### config.mk
export PLATFORM = sky130hd
export DESIGN_NAME = rect_fill_chunker_core_flat
export DESIGN_NICKNAME = d
export VERILOG_FILES = /design/src/rtl/rfc_pkg.sv /design/src/rtl/rfc_req_if.sv /design/src/rtl/rfc_res_if.sv /design/src/rtl/rfc_div.sv /design/src/rtl/rect_fill_chunker_core.sv /design/src/flat_wrapper.sv
export SDC_FILE = /design/constraint.sdc
export NUM_CORES = 1
export LEC_CHECK = 0
export ABC_CLOCK_PERIOD_IN_PS = 11000
export BUFFER_PORTS_ARGS = -buffer_cell sky130_fd_sc_hd__buf_2
export CORE_ASPECT_RATIO = 0.75
export CORE_MARGIN = 4
export CORE_UTILIZATION = 60
export DETAILED_ROUTE_END_ITERATION = 10
export GPL_TIMING_DRIVEN = 0
export PLACE_DENSITY = 0.8
export SETUP_SLACK_MARGIN = 0.15
export SLEW_MARGIN = 25
export SYNTH_ARGS = -nofsm -noshare
export SYNTH_HDL_FRONTEND = slang
export SYNTH_SLANG_ARGS = --single-unit
### constraint.sdc
create_clock -name clk -period 11 [get_ports clk]
set_input_delay 3.3 -clock clk [delete_from_list [all_inputs] [get_ports clk]]
set_output_delay 3.3 -clock clk [all_outputs]
set_load 0.05 [all_outputs]
### src/rtl/rfc_pkg.sv
// rfc_pkg: shared widths, screen and buffer constants, status codes and
// the divider handshake types of the rectangle fill chunker.
// No dependencies.
package rfc_pkg;

  localparam int SCREEN_WIDTH  = 320;
  localparam int SCREEN_HEIGHT = 240;
  localparam int CHUNK_PIXELS  = 10 * 1024 / 2;
  localparam int MAX_RESULTS   = 64;

  localparam int COLOR_W  = 24;
  localparam int RGB565_W = 16;
  localparam int COORD_W  = 9;
  localparam int ROW_W    = 8;
  localparam int PIX_W    = 13;
  localparam int STAT_W   = 2;

  localparam int AREA_W    = 2 * COORD_W;
  localparam int NPIX_W    = $clog2(CHUNK_PIXELS + 1);
  localparam int K_W       = $clog2(MAX_RESULTS);
  localparam int DIV_CNT_W = $clog2(NPIX_W + 1);

  localparam logic [STAT_W-1:0] ST_CHUNK  = 2'd0;
  localparam logic [STAT_W-1:0] ST_REJECT = 2'd1;
  localparam logic [STAT_W-1:0] ST_EMPTY  = 2'd2;

  typedef logic [COORD_W-1:0] coord_t;
  typedef logic [AREA_W-1:0]  area_t;
  typedef logic [NPIX_W-1:0]  npix_t;

  typedef struct packed {
    logic   start;
    npix_t  dividend;
    coord_t divisor;
  } div_req_t;

  typedef struct packed {
    logic   done;
    npix_t  quot;
    coord_t remainder;
  } div_rsp_t;

  function automatic logic [RGB565_W-1:0] pack565(input logic [COLOR_W-1:0] c);
    return {c[23:19], c[15:10], c[7:3]};
  endfunction

endpackage

### src/rtl/rfc_req_if.sv
// rfc_req_if: fill request channel, valid/ready with the request fields.
// Depends on rfc_pkg.
interface rfc_req_if;
  logic                          valid;
  logic                          ready;
  logic [rfc_pkg::COLOR_W-1:0]   color_rgb888;
  logic [rfc_pkg::COORD_W-1:0]   rect_x;
  logic [rfc_pkg::COORD_W-1:0]   rect_width;
  logic [rfc_pkg::COORD_W-1:0]   rect_y;
  logic [rfc_pkg::COORD_W-1:0]   rect_height;

  modport source (
    output valid, color_rgb888, rect_x, rect_width, rect_y, rect_height,
    input  ready
  );
  modport sink (
    input  valid, color_rgb888, rect_x, rect_width, rect_y, rect_height,
    output ready
  );
endinterface

### src/rtl/rfc_res_if.sv
// rfc_res_if: chunk result channel, valid/ready with window, count and colour.
// Depends on rfc_pkg.
interface rfc_res_if;
  logic                          valid;
  logic                          ready;
  logic [rfc_pkg::STAT_W-1:0]    status;
  logic [rfc_pkg::COORD_W-1:0]   win_x_first;
  logic [rfc_pkg::COORD_W-1:0]   win_x_end;
  logic [rfc_pkg::ROW_W-1:0]     win_y_first;
  logic [rfc_pkg::ROW_W-1:0]     win_y_end;
  logic [rfc_pkg::PIX_W-1:0]     pixel_count;
  logic [rfc_pkg::RGB565_W-1:0]  color_rgb565;
  logic                          last_chunk;

  modport source (
    output valid, status, win_x_first, win_x_end, win_y_first, win_y_end,
           pixel_count, color_rgb565, last_chunk,
    input  ready
  );
  modport sink (
    input  valid, status, win_x_first, win_x_end, win_y_first, win_y_end,
           pixel_count, color_rgb565, last_chunk,
    output ready
  );
endinterface

### src/rtl/rfc_div.sv
// rfc_div: radix-2 restoring divider, one quotient bit per cycle.
// Splits a chunk pixel count into whole rows and a column remainder.
// Depends on rfc_pkg.
module rfc_div (
  input  logic              clk,
  input  logic              rst,
  input  rfc_pkg::div_req_t req,
  output rfc_pkg::div_rsp_t rsp
);

  logic                              busy;
  logic                              done;
  logic [rfc_pkg::DIV_CNT_W-1:0]     cnt;
  rfc_pkg::npix_t                    dvd;
  rfc_pkg::coord_t                   prem;
  rfc_pkg::coord_t                   dvs;

  logic [rfc_pkg::COORD_W:0]         trial;
  logic [rfc_pkg::COORD_W:0]         diff;
  logic                              take;
  rfc_pkg::coord_t                   prem_next;

  always_comb begin
    trial     = {prem, dvd[rfc_pkg::NPIX_W-1]};
    diff      = trial - {1'b0, dvs};
    take      = trial >= {1'b0, dvs};
    prem_next = take ? diff[rfc_pkg::COORD_W-1:0] : trial[rfc_pkg::COORD_W-1:0];
  end

  always_ff @(posedge clk) begin
    if (rst) begin
      busy <= 1'b0;
      done <= 1'b0;
      cnt  <= '0;
    end else begin
      done <= 1'b0;
      if (req.start) begin
        busy <= 1'b1;
        cnt  <= rfc_pkg::DIV_CNT_W'(rfc_pkg::NPIX_W);
      end else if (busy) begin
        cnt <= cnt - rfc_pkg::DIV_CNT_W'(1);
        if (cnt == rfc_pkg::DIV_CNT_W'(1)) begin
          busy <= 1'b0;
          done <= 1'b1;
        end
      end
    end
  end

  always_ff @(posedge clk) begin
    if (req.start) begin
      dvd  <= req.dividend;
      prem <= '0;
      dvs  <= req.divisor;
    end else if (busy) begin
      dvd  <= {dvd[rfc_pkg::NPIX_W-2:0], take};
      prem <= prem_next;
    end
  end

  assign rsp.done      = done;
  assign rsp.quot      = dvd;
  assign rsp.remainder = prem;

endmodule

### src/rtl/rect_fill_chunker_core.sv
// rect_fill_chunker_core: top level, request latch, chunk sequencer and
// output register. Depends on rfc_pkg, rfc_req_if, rfc_res_if and rfc_div.
//
//   channel  dir  payload
//   req      in   color_rgb888, rect_x, rect_width, rect_y, rect_height
//   res      out  status, win_x/y_first/end, pixel_count, color_rgb565, last_chunk
//
// one request at a time: req.ready is high only while the sequencer is idle
// setup passes through the check state; a chunk starting mid-line goes from
// plan straight to emit, a chunk starting on the left edge goes through div and
// waits for the bit-serial divider; rejected and empty requests give one beat
// a stalled res beat holds the next chunk in staging; rst is synchronous
module rect_fill_chunker_core (
  input  logic      clk,
  input  logic      rst,
  rfc_req_if.sink   req,
  rfc_res_if.source res
);

  localparam logic [2:0] S_IDLE  = 3'd0;
  localparam logic [2:0] S_CHECK = 3'd1;
  localparam logic [2:0] S_PLAN  = 3'd2;
  localparam logic [2:0] S_DIV   = 3'd3;
  localparam logic [2:0] S_EMIT  = 3'd4;

  logic [2:0]                       state;
  logic [2:0]                       state_next;

  logic [rfc_pkg::RGB565_W-1:0]     col;
  rfc_pkg::coord_t                  x0;
  rfc_pkg::coord_t                  w;
  rfc_pkg::coord_t                  y0;
  rfc_pkg::coord_t                  h;
  rfc_pkg::area_t                   rem;
  rfc_pkg::coord_t                  cx;
  rfc_pkg::coord_t                  ry;
  logic [rfc_pkg::K_W-1:0]          k;

  logic [rfc_pkg::STAT_W-1:0]       stg_status;
  rfc_pkg::coord_t                  stg_xf;
  rfc_pkg::coord_t                  stg_xe;
  logic [rfc_pkg::ROW_W-1:0]        stg_yf;
  logic [rfc_pkg::ROW_W-1:0]        stg_ye;
  rfc_pkg::npix_t                   stg_npix;
  logic                             stg_last;

  logic                             out_valid;
  logic [rfc_pkg::STAT_W-1:0]       out_status;
  rfc_pkg::coord_t                  out_xf;
  rfc_pkg::coord_t                  out_xe;
  logic [rfc_pkg::ROW_W-1:0]        out_yf;
  logic [rfc_pkg::ROW_W-1:0]        out_ye;
  logic [rfc_pkg::PIX_W-1:0]        out_npix;
  logic [rfc_pkg::RGB565_W-1:0]     out_color;
  logic                             out_last;

  logic                             accept;
  logic                             emit_load;
  logic [rfc_pkg::COORD_W:0]        x_reach;
  logic [rfc_pkg::COORD_W:0]        y_reach;
  logic                             off_screen;
  logic                             empty;
  rfc_pkg::area_t                   area;
  rfc_pkg::coord_t                  x1;
  rfc_pkg::coord_t                  y1;
  logic [rfc_pkg::COORD_W:0]        xe_raw;
  logic [rfc_pkg::COORD_W:0]        ye_raw;
  rfc_pkg::coord_t                  xe;
  rfc_pkg::coord_t                  ye;
  rfc_pkg::area_t                   span;
  rfc_pkg::area_t                   grab;
  rfc_pkg::area_t                   left;
  logic                             last_now;

  rfc_pkg::div_req_t                div_req;
  rfc_pkg::div_rsp_t                div_rsp;

  rfc_div u_div (
    .clk (clk),
    .rst (rst),
    .req (div_req),
    .rsp (div_rsp)
  );

  assign accept    = req.valid && req.ready;
  assign req.ready = (state == S_IDLE);
  assign emit_load = (state == S_EMIT) && (!out_valid || res.ready);

  // request checks
  always_comb begin
    x_reach    = {1'b0, x0} + {1'b0, w};
    y_reach    = {1'b0, y0} + {1'b0, h};
    off_screen = (x_reach > (rfc_pkg::COORD_W + 1)'(rfc_pkg::SCREEN_WIDTH))
              || (y_reach > (rfc_pkg::COORD_W + 1)'(rfc_pkg::SCREEN_HEIGHT));
    empty      = (w == '0) || (h == '0);
    area       = rfc_pkg::area_t'(w) * rfc_pkg::area_t'(h);
  end

  // chunk window and size
  always_comb begin
    x1     = x0 + cx;
    y1     = y0 + ry;
    xe_raw = {1'b0, x1} + {1'b0, w} - (rfc_pkg::COORD_W + 1)'(1);
    ye_raw = {1'b0, y1} + {1'b0, h} - (rfc_pkg::COORD_W + 1)'(1);
    xe     = (xe_raw > (rfc_pkg::COORD_W + 1)'(rfc_pkg::SCREEN_WIDTH - 1))
           ? rfc_pkg::COORD_W'(rfc_pkg::SCREEN_WIDTH - 1) : xe_raw[rfc_pkg::COORD_W-1:0];
    ye     = (ye_raw > (rfc_pkg::COORD_W + 1)'(rfc_pkg::SCREEN_HEIGHT - 1))
           ? rfc_pkg::COORD_W'(rfc_pkg::SCREEN_HEIGHT - 1) : ye_raw[rfc_pkg::COORD_W-1:0];
    span   = (cx != '0) ? rfc_pkg::area_t'(w - cx) : rem;
    grab   = (span > rfc_pkg::area_t'(rfc_pkg::CHUNK_PIXELS))
           ? rfc_pkg::area_t'(rfc_pkg::CHUNK_PIXELS) : span;
    left   = rem - grab;
    last_now = (left == '0) || (k == rfc_pkg::K_W'(rfc_pkg::MAX_RESULTS - 1));
  end

  always_comb begin
    div_req.start    = (state == S_PLAN) && (cx == '0);
    div_req.dividend = rfc_pkg::NPIX_W'(grab);
    div_req.divisor  = w;
  end

  always_comb begin
    state_next = state;
    case (state)
      S_IDLE:  if (accept) state_next = S_CHECK;
      S_CHECK: state_next = (off_screen || empty) ? S_EMIT : S_PLAN;
      S_PLAN:  state_next = (cx == '0) ? S_DIV : S_EMIT;
      S_DIV:   if (div_rsp.done) state_next = S_EMIT;
      S_EMIT:  if (emit_load) state_next = stg_last ? S_IDLE : S_PLAN;
      default: state_next = S_IDLE;
    endcase
  end

  always_ff @(posedge clk) begin
    if (rst) begin
      state     <= S_IDLE;
      out_valid <= 1'b0;
    end else begin
      state <= state_next;
      if (emit_load) begin
        out_valid <= 1'b1;
      end else if (res.ready) begin
        out_valid <= 1'b0;
      end
    end
  end

  always_ff @(posedge clk) begin
    if (accept) begin
      col <= rfc_pkg::pack565(req.color_rgb888);
      x0  <= req.rect_x;
      w   <= req.rect_width;
      y0  <= req.rect_y;
      h   <= req.rect_height;
    end
    case (state)
      S_CHECK: begin
        rem        <= area;
        cx         <= '0;
        ry         <= '0;
        k          <= '0;
        stg_status <= off_screen ? rfc_pkg::ST_REJECT : rfc_pkg::ST_EMPTY;
        stg_xf     <= '0;
        stg_xe     <= '0;
        stg_yf     <= '0;
        stg_ye     <= '0;
        stg_npix   <= '0;
        stg_last   <= 1'b1;
      end
      S_PLAN: begin
        stg_status <= rfc_pkg::ST_CHUNK;
        stg_xf     <= x1;
        stg_xe     <= xe;
        stg_yf     <= rfc_pkg::ROW_W'(y1);
        stg_ye     <= rfc_pkg::ROW_W'(ye);
        stg_npix   <= rfc_pkg::NPIX_W'(grab);
        stg_last   <= last_now;
        rem        <= left;
        if (cx != '0) begin
          cx <= '0;
          ry <= ry + rfc_pkg::COORD_W'(1);
        end
      end
      S_DIV: begin
        if (div_rsp.done) begin
          cx <= div_rsp.remainder;
          ry <= ry + rfc_pkg::COORD_W'(div_rsp.quot);
        end
      end
      S_EMIT: begin
        if (emit_load) begin
          k <= k + rfc_pkg::K_W'(1);
        end
      end
      default: begin
      end
    endcase
    if (emit_load) begin
      out_status <= stg_status;
      out_xf     <= stg_xf;
      out_xe     <= stg_xe;
      out_yf     <= stg_yf;
      out_ye     <= stg_ye;
      out_npix   <= rfc_pkg::PIX_W'(stg_npix);
      out_color  <= col;
      out_last   <= stg_last;
    end
  end

  assign res.valid        = out_valid;
  assign res.status       = out_status;
  assign res.win_x_first  = out_xf;
  assign res.win_x_end    = out_xe;
  assign res.win_y_first  = out_yf;
  assign res.win_y_end    = out_ye;
  assign res.pixel_count  = out_npix;
  assign res.color_rgb565 = out_color;
  assign res.last_chunk   = out_last;

`ifndef SYNTHESIS
  a_special_is_last: assert property (@(posedge clk) disable iff (rst)
    res.valid && (res.status != rfc_pkg::ST_CHUNK) |-> res.last_chunk)
    else $error("rejected or empty beat without last_chunk");

  a_chunk_nonzero: assert property (@(posedge clk) disable iff (rst)
    res.valid && (res.status == rfc_pkg::ST_CHUNK) |->
      (res.pixel_count != '0) && (res.win_x_first <= res.win_x_end))
    else $error("chunk beat with no pixels or inverted window");

  a_div_in_div_state: assert property (@(posedge clk) disable iff (rst)
    div_rsp.done |-> (state == S_DIV))
    else $error("divider finished outside its wait state");

  a_busy_no_request: assert property (@(posedge clk) disable iff (rst)
    (state == S_PLAN) || (state == S_DIV) |-> !req.ready)
    else $error("request taken while a fill is in progress");
`endif

endmodule
### src/flat_wrapper.sv
// flat-port wrapper written by rule: the top's interface ports become plain ports
module rect_fill_chunker_core_flat 
  (clk, rst, req_valid, req_color_rgb888, req_rect_x, req_rect_width, req_rect_y, req_rect_height, req_ready, res_valid, res_status, res_win_x_first, res_win_x_end, res_win_y_first, res_win_y_end, res_pixel_count, res_color_rgb565, res_last_chunk, res_ready);
  rfc_req_if req_i ();
  rfc_res_if res_i ();
  input  logic clk;
  input  logic rst;
  input wire logic [$bits(req_i.valid)-1:0] req_valid;
  input wire logic [$bits(req_i.color_rgb888)-1:0] req_color_rgb888;
  input wire logic [$bits(req_i.rect_x)-1:0] req_rect_x;
  input wire logic [$bits(req_i.rect_width)-1:0] req_rect_width;
  input wire logic [$bits(req_i.rect_y)-1:0] req_rect_y;
  input wire logic [$bits(req_i.rect_height)-1:0] req_rect_height;
  output wire logic [$bits(req_i.ready)-1:0] req_ready;
  output wire logic [$bits(res_i.valid)-1:0] res_valid;
  output wire logic [$bits(res_i.status)-1:0] res_status;
  output wire logic [$bits(res_i.win_x_first)-1:0] res_win_x_first;
  output wire logic [$bits(res_i.win_x_end)-1:0] res_win_x_end;
  output wire logic [$bits(res_i.win_y_first)-1:0] res_win_y_first;
  output wire logic [$bits(res_i.win_y_end)-1:0] res_win_y_end;
  output wire logic [$bits(res_i.pixel_count)-1:0] res_pixel_count;
  output wire logic [$bits(res_i.color_rgb565)-1:0] res_color_rgb565;
  output wire logic [$bits(res_i.last_chunk)-1:0] res_last_chunk;
  input wire logic [$bits(res_i.ready)-1:0] res_ready;
  assign req_i.valid = req_valid;
  assign req_i.color_rgb888 = req_color_rgb888;
  assign req_i.rect_x = req_rect_x;
  assign req_i.rect_width = req_rect_width;
  assign req_i.rect_y = req_rect_y;
  assign req_i.rect_height = req_rect_height;
  assign req_ready = req_i.ready;
  assign res_valid = res_i.valid;
  assign res_status = res_i.status;
  assign res_win_x_first = res_i.win_x_first;
  assign res_win_x_end = res_i.win_x_end;
  assign res_win_y_first = res_i.win_y_first;
  assign res_win_y_end = res_i.win_y_end;
  assign res_pixel_count = res_i.pixel_count;
  assign res_color_rgb565 = res_i.color_rgb565;
  assign res_last_chunk = res_i.last_chunk;
  assign res_i.ready = res_ready;
  rect_fill_chunker_core u_core (.clk(clk), .rst(rst), .req(req_i), .res(res_i));
endmodule
==> Implementation_results.wiki <==
{| class="wikitable"
! Metric !! Value
|-
| Status || complete, no violations
|-
| Proportion of power drawn by combinational gates || 0.413
|-
| Total overflow reported by the global router || 0
|-
| Filler cell count || about 1,900
|-
| Total wire length || between 40,000 and 50,000 um
|-
| First-pass GRT wire length || 63,500 um
|-
| Number of sinks on the clock net || 251
|-
| Top_reg_cell synth || edfxtp_1
|-
| Worst Clk Skew || roughly 0.013 ns
|-
| Via count of the first global-routing pass || about 12,000
|-
| Clock tree root buffer cell || clkbuf_16
|-
| Most frequent cells in the layout || edfxtp_1 (232), inv_1 (186), ha_1 (152), buf_2 (124), nand2_1 (120)
|-
| Share of the synthesized netlist area taken by xor and xnor gates || 0.0371
|-
| Buffers added on ports || between 100 and 150
|-
| Initial core utilization || 0.614
|-
| Num CTS Buffers || 25
|-
| Post-Synth Simple-Gate Area || 0.126
|-
| Total Die Area || 0.0295 mm2
|-
| Total net switching power || between 0.001 and 0.0015 W
|-
| Sum of negative setup slack || 0 ns
|-
| Maximum level of the CTS H-tree || 1
|-
| Post-synth EDFFs || roughly 230
|-
| Power Dens Cells || 191 mW/mm2
|-
| Number of top-level pins || ~130
|-
| Hold_ws || approximately 0.42 ns
|-
| Adder-cell area share of the yosys netlist || 0.193
|-
| Share of cell area taken by muxes after synthesis || 0.00810
|-
| Data required time at the worst endpoint || between 10 and 15 ns
|-
| Internal power || about 0.0022 W
|-
| Launching element type of the critical path || flop
|-
| Sw frac || 0.370
|-
| Ant. Diodes || 0
|-
| #FFs+latches synth || about 250
|-
| Worst-Margin Slew || roughly 1.1 ns
|-
| Maximum number of pins on one net before global-route repair || 53
|-
| Synthesized area || around 0.016 mm2
|-
| Remaining antenna violation count || 0
|-
| Number of antenna violations at the first check in global routing || 0
|-
| Number of unique standard cell types used by synthesis || 69
|-
| Final design utilization || 0.691
|-
| Clock power frac || 0.234
|-
| Multi-input gate area || a little under 0.008 mm2
|-
| Avg Synthesized Cell Area || roughly 11 um2
|-
| Detail-routed net length per standard cell || 19.9 um
|-
| Max Cap Violations || 0
|-
| Total Routing Usage GR || 0.274
|-
| HP Class || reg -> reg
|-
| Number of hold violations in the final report || 0
|-
| Final layout net count || between 1,500 and 2,000
|-
| Post-CTS setup buffer count || 0
|-
| P&R area growth vs syn || 12.4%
|-
| Max Clock Freq || between 100 and 150 MHz
|-
| Final weighted congestion in routability-driven placement || 0.968
|-
| Clock slew seen by the registers of the worst setup and hold paths || roughly 0.060 ns
|-
| Count of mapped cells out of synthesis || approximately 1,500
|-
| Gates resized, CTS repair || 0
|-
| Most frequent standard cell in the layout excluding fill and tap cells || edfxtp_1
|-
| Chip Height || ~150 um
|-
| Sequential cell area || roughly 0.0073 mm2
|-
| Crit Path Class || reg -> reg
|-
| Worst vdd ir || about 0.15 mV
|-
| Floorplan Core Area || 0.0262 mm2
|-
| Leakage power summed over all cells || a little under 8 nW
|-
| Yosys warns || 0
|-
| Relative slew margins || 0.297
|-
| Number of buffers inserted for hold repair after clock tree synthesis || 0
|-
| Crit path max fanout || 10
|-
| Arrival @ worst endpoint || about 7.7 ns
|-
| Max-slew violation count || 0
|-
| CTS tree || built
|-
| Layout cell share with drive strength beyond 1 || 0.112
|-
| Main combinational cell family by area after synthesis || adder cells
|-
| Count of vias placed by the detailed router || 12,100
|-
| Cell Rows || 51
|-
| Remaining design rule violation count || 0
|-
| Clk_lat worst skew || 0.55 ns
|-
| Sequential cell area fraction in the yosys report || 0.457
|-
| Endpoints failing setup || 0
|-
| Detailed-route vias per instance || about 6.0
|-
| Endpoint type of the worst setup path || flop
|-
| DRT iter0 DRCs || just under 900
|-
| Share of the clock period used by the worst path after layout || 0.660
|-
| Initial DRT Pass Iterations || 5
|-
| Width of the chip || about 200 um
|-
| Compound-Gate Fraction of Synth Area || 0.123
|-
| Proportion of register bits with asynchronous set or reset after synthesis || 0
|-
| Portion of total power attributed to sequential cells || 0.352
|-
| Final HPWL DP || about 30,000 um
|-
| Maximum clock insertion buffer count || 3
|-
| Post-route minimum period || 7.26 ns
|-
| Setup repair after global routing missed its margin || false
|}
[critical path: stages, from the launching register on]
cell and delay (ns):
edfxtp_1 0.58, inv_1 0.44, ha_1 0.25, inv_1 0.06, fa_1 0.43, a211oi_2 0.33, o21bai_1 0.16, a211oi_1 0.41
nor4_1 0.12, nor3_2 0.32, a41oi_1 0.24, nor2_1 0.56, nand2_1 0.13, ha_1 0.30, clkbuf_1 0.30, nand4_1 0.14
a211oi_1 0.55, nor2_1 0.12, o2111ai_1 0.36, nand3_1 0.17, a2111oi_0 0.53, nand4_1 0.43, nand2_1 0.18
[sequential cells by signal, indices dropped and copies added (netlist names), 13 cells and up]
signal	count
u_core.rem	18
u_core.col	16
u_core.res.color_rgb565	16
u_core.res.pixel_count	13
u_core.stg_npix	13
u_core.u_div.dvd	13
[power groups by stage]
stage / clock [W] / combinational [W] / sequential (W)
after floorplan: 0 / 0.00107 / 0.00124
after global placement: 0 / 0.00135 / 0.00124
after detailed placement: 0 / 0.00140 / 0.00123
after CTS: 0.000823 / 0.00142 / 0.00121
after global routing: 0.000869 / 0.00162 / 0.00122
final: 0.000809 / 0.00143 / 0.00122
[final cells by class]
type,count,share of cell area
Clock buffer,30,0.0357
Inverter,186,0.0386
Timing Repair Buffer,129,0.0423
Buffer,46,0.0108
Clock inverter,16,0.00644
Multi-Input combinational cell,1016,0.436
Tap cell,344,0.0238
Sequential cell,251,0.407
[layer usage]
metal | part of all wire | up-vias | GRT usage
met5 | 0 | - | 0
met4 | 0.038 | 0 | 0.0953
met3 | 0.096 | 97 | 0.0630
met2 | 0.44 | 503 | 0.432
met1 | 0.42 | 5855 | 0.380
li1 | - | 5639 | -
[cells by family after synthesis]
group / Yosys count
and+or+nand+nor: 420
AOI/OAI and AO/OA: 299
DFF: 251
buffers and inverters: 232
adders and majority gates: 212
xor gates and xnor gates: 68
muxes: 13
other: 1
[path summary, 6_finish.rpt]
kind / start / endpoint / slack, ns / cells past startpoint
setup / recovery: u_core.w[0] / u_core.stg_last / 3.74 / 22
setup reg to reg: u_core.w[0] / u_core.stg_last / 3.74 / 22
hold reg to reg: u_core.col[13] / u_core.res.color_rgb565[13] / 0.42 / 0
hold / removal: u_core.col[13] / u_core.res.color_rgb565[13] / 0.42 / 0
[per-stage QoR]
stage / instance area [um2] / total power (W) / worst slack (ns) / cells
after floorplan: 16100 / 0.00231 / 4.36 / 1499
after global placement: 17100 / 0.00259 / 2.91 / 1965
after detailed placement: 17300 / 0.00264 / 4.08 / 1972
after CTS: 18100 / 0.00346 / 4.05 / 2018
after global routing: 18100 / 0.00371 / 3.52 / 2018
final: 18100 / 0.00346 / 3.74 / 2018
[cells in the mapped netlist (5+ instances only)]
cell / count / area share
nand4_1: 9 / 0.0035
a21o_1: 27 / 0.013
nand2_1: 120 / 0.028
and3_1: 27 / 0.011
edfxtp_1: 232 / 0.43
o21a_1: 12 / 0.0056
a31oi_1: 12 / 0.0047
a211o_1: 6 / 0.0033
xor2_1: 24 / 0.013
mux2i_1: 13 / 0.0081
or3_1: 12 / 0.0047
a211oi_1: 16 / 0.0075
o31a_1: 5 / 0.0027
ha_1: 152 / 0.12
o21ai_0: 50 / 0.016
clkbuf_1: 37 / 0.0086
o211ai_1: 9 / 0.0042
nor3_1: 29 / 0.0090
nand2b_1: 19 / 0.0074
o21bai_1: 19 / 0.0089
o31ai_1: 8 / 0.0037
xnor2_1: 44 / 0.024
inv_1: 186 / 0.043
nor2_1: 118 / 0.028
nor2b_1: 17 / 0.0066
nor4b_1: 6 / 0.0033
a21oi_1: 86 / 0.027
dfxtp_1: 19 / 0.024
or2_2: 7 / 0.0027
nor4_1: 11 / 0.0043
fa_1: 60 / 0.075
a2111oi_0: 6 / 0.0033
nand3_1: 25 / 0.0078
Power figures use the tool's default switching activity.
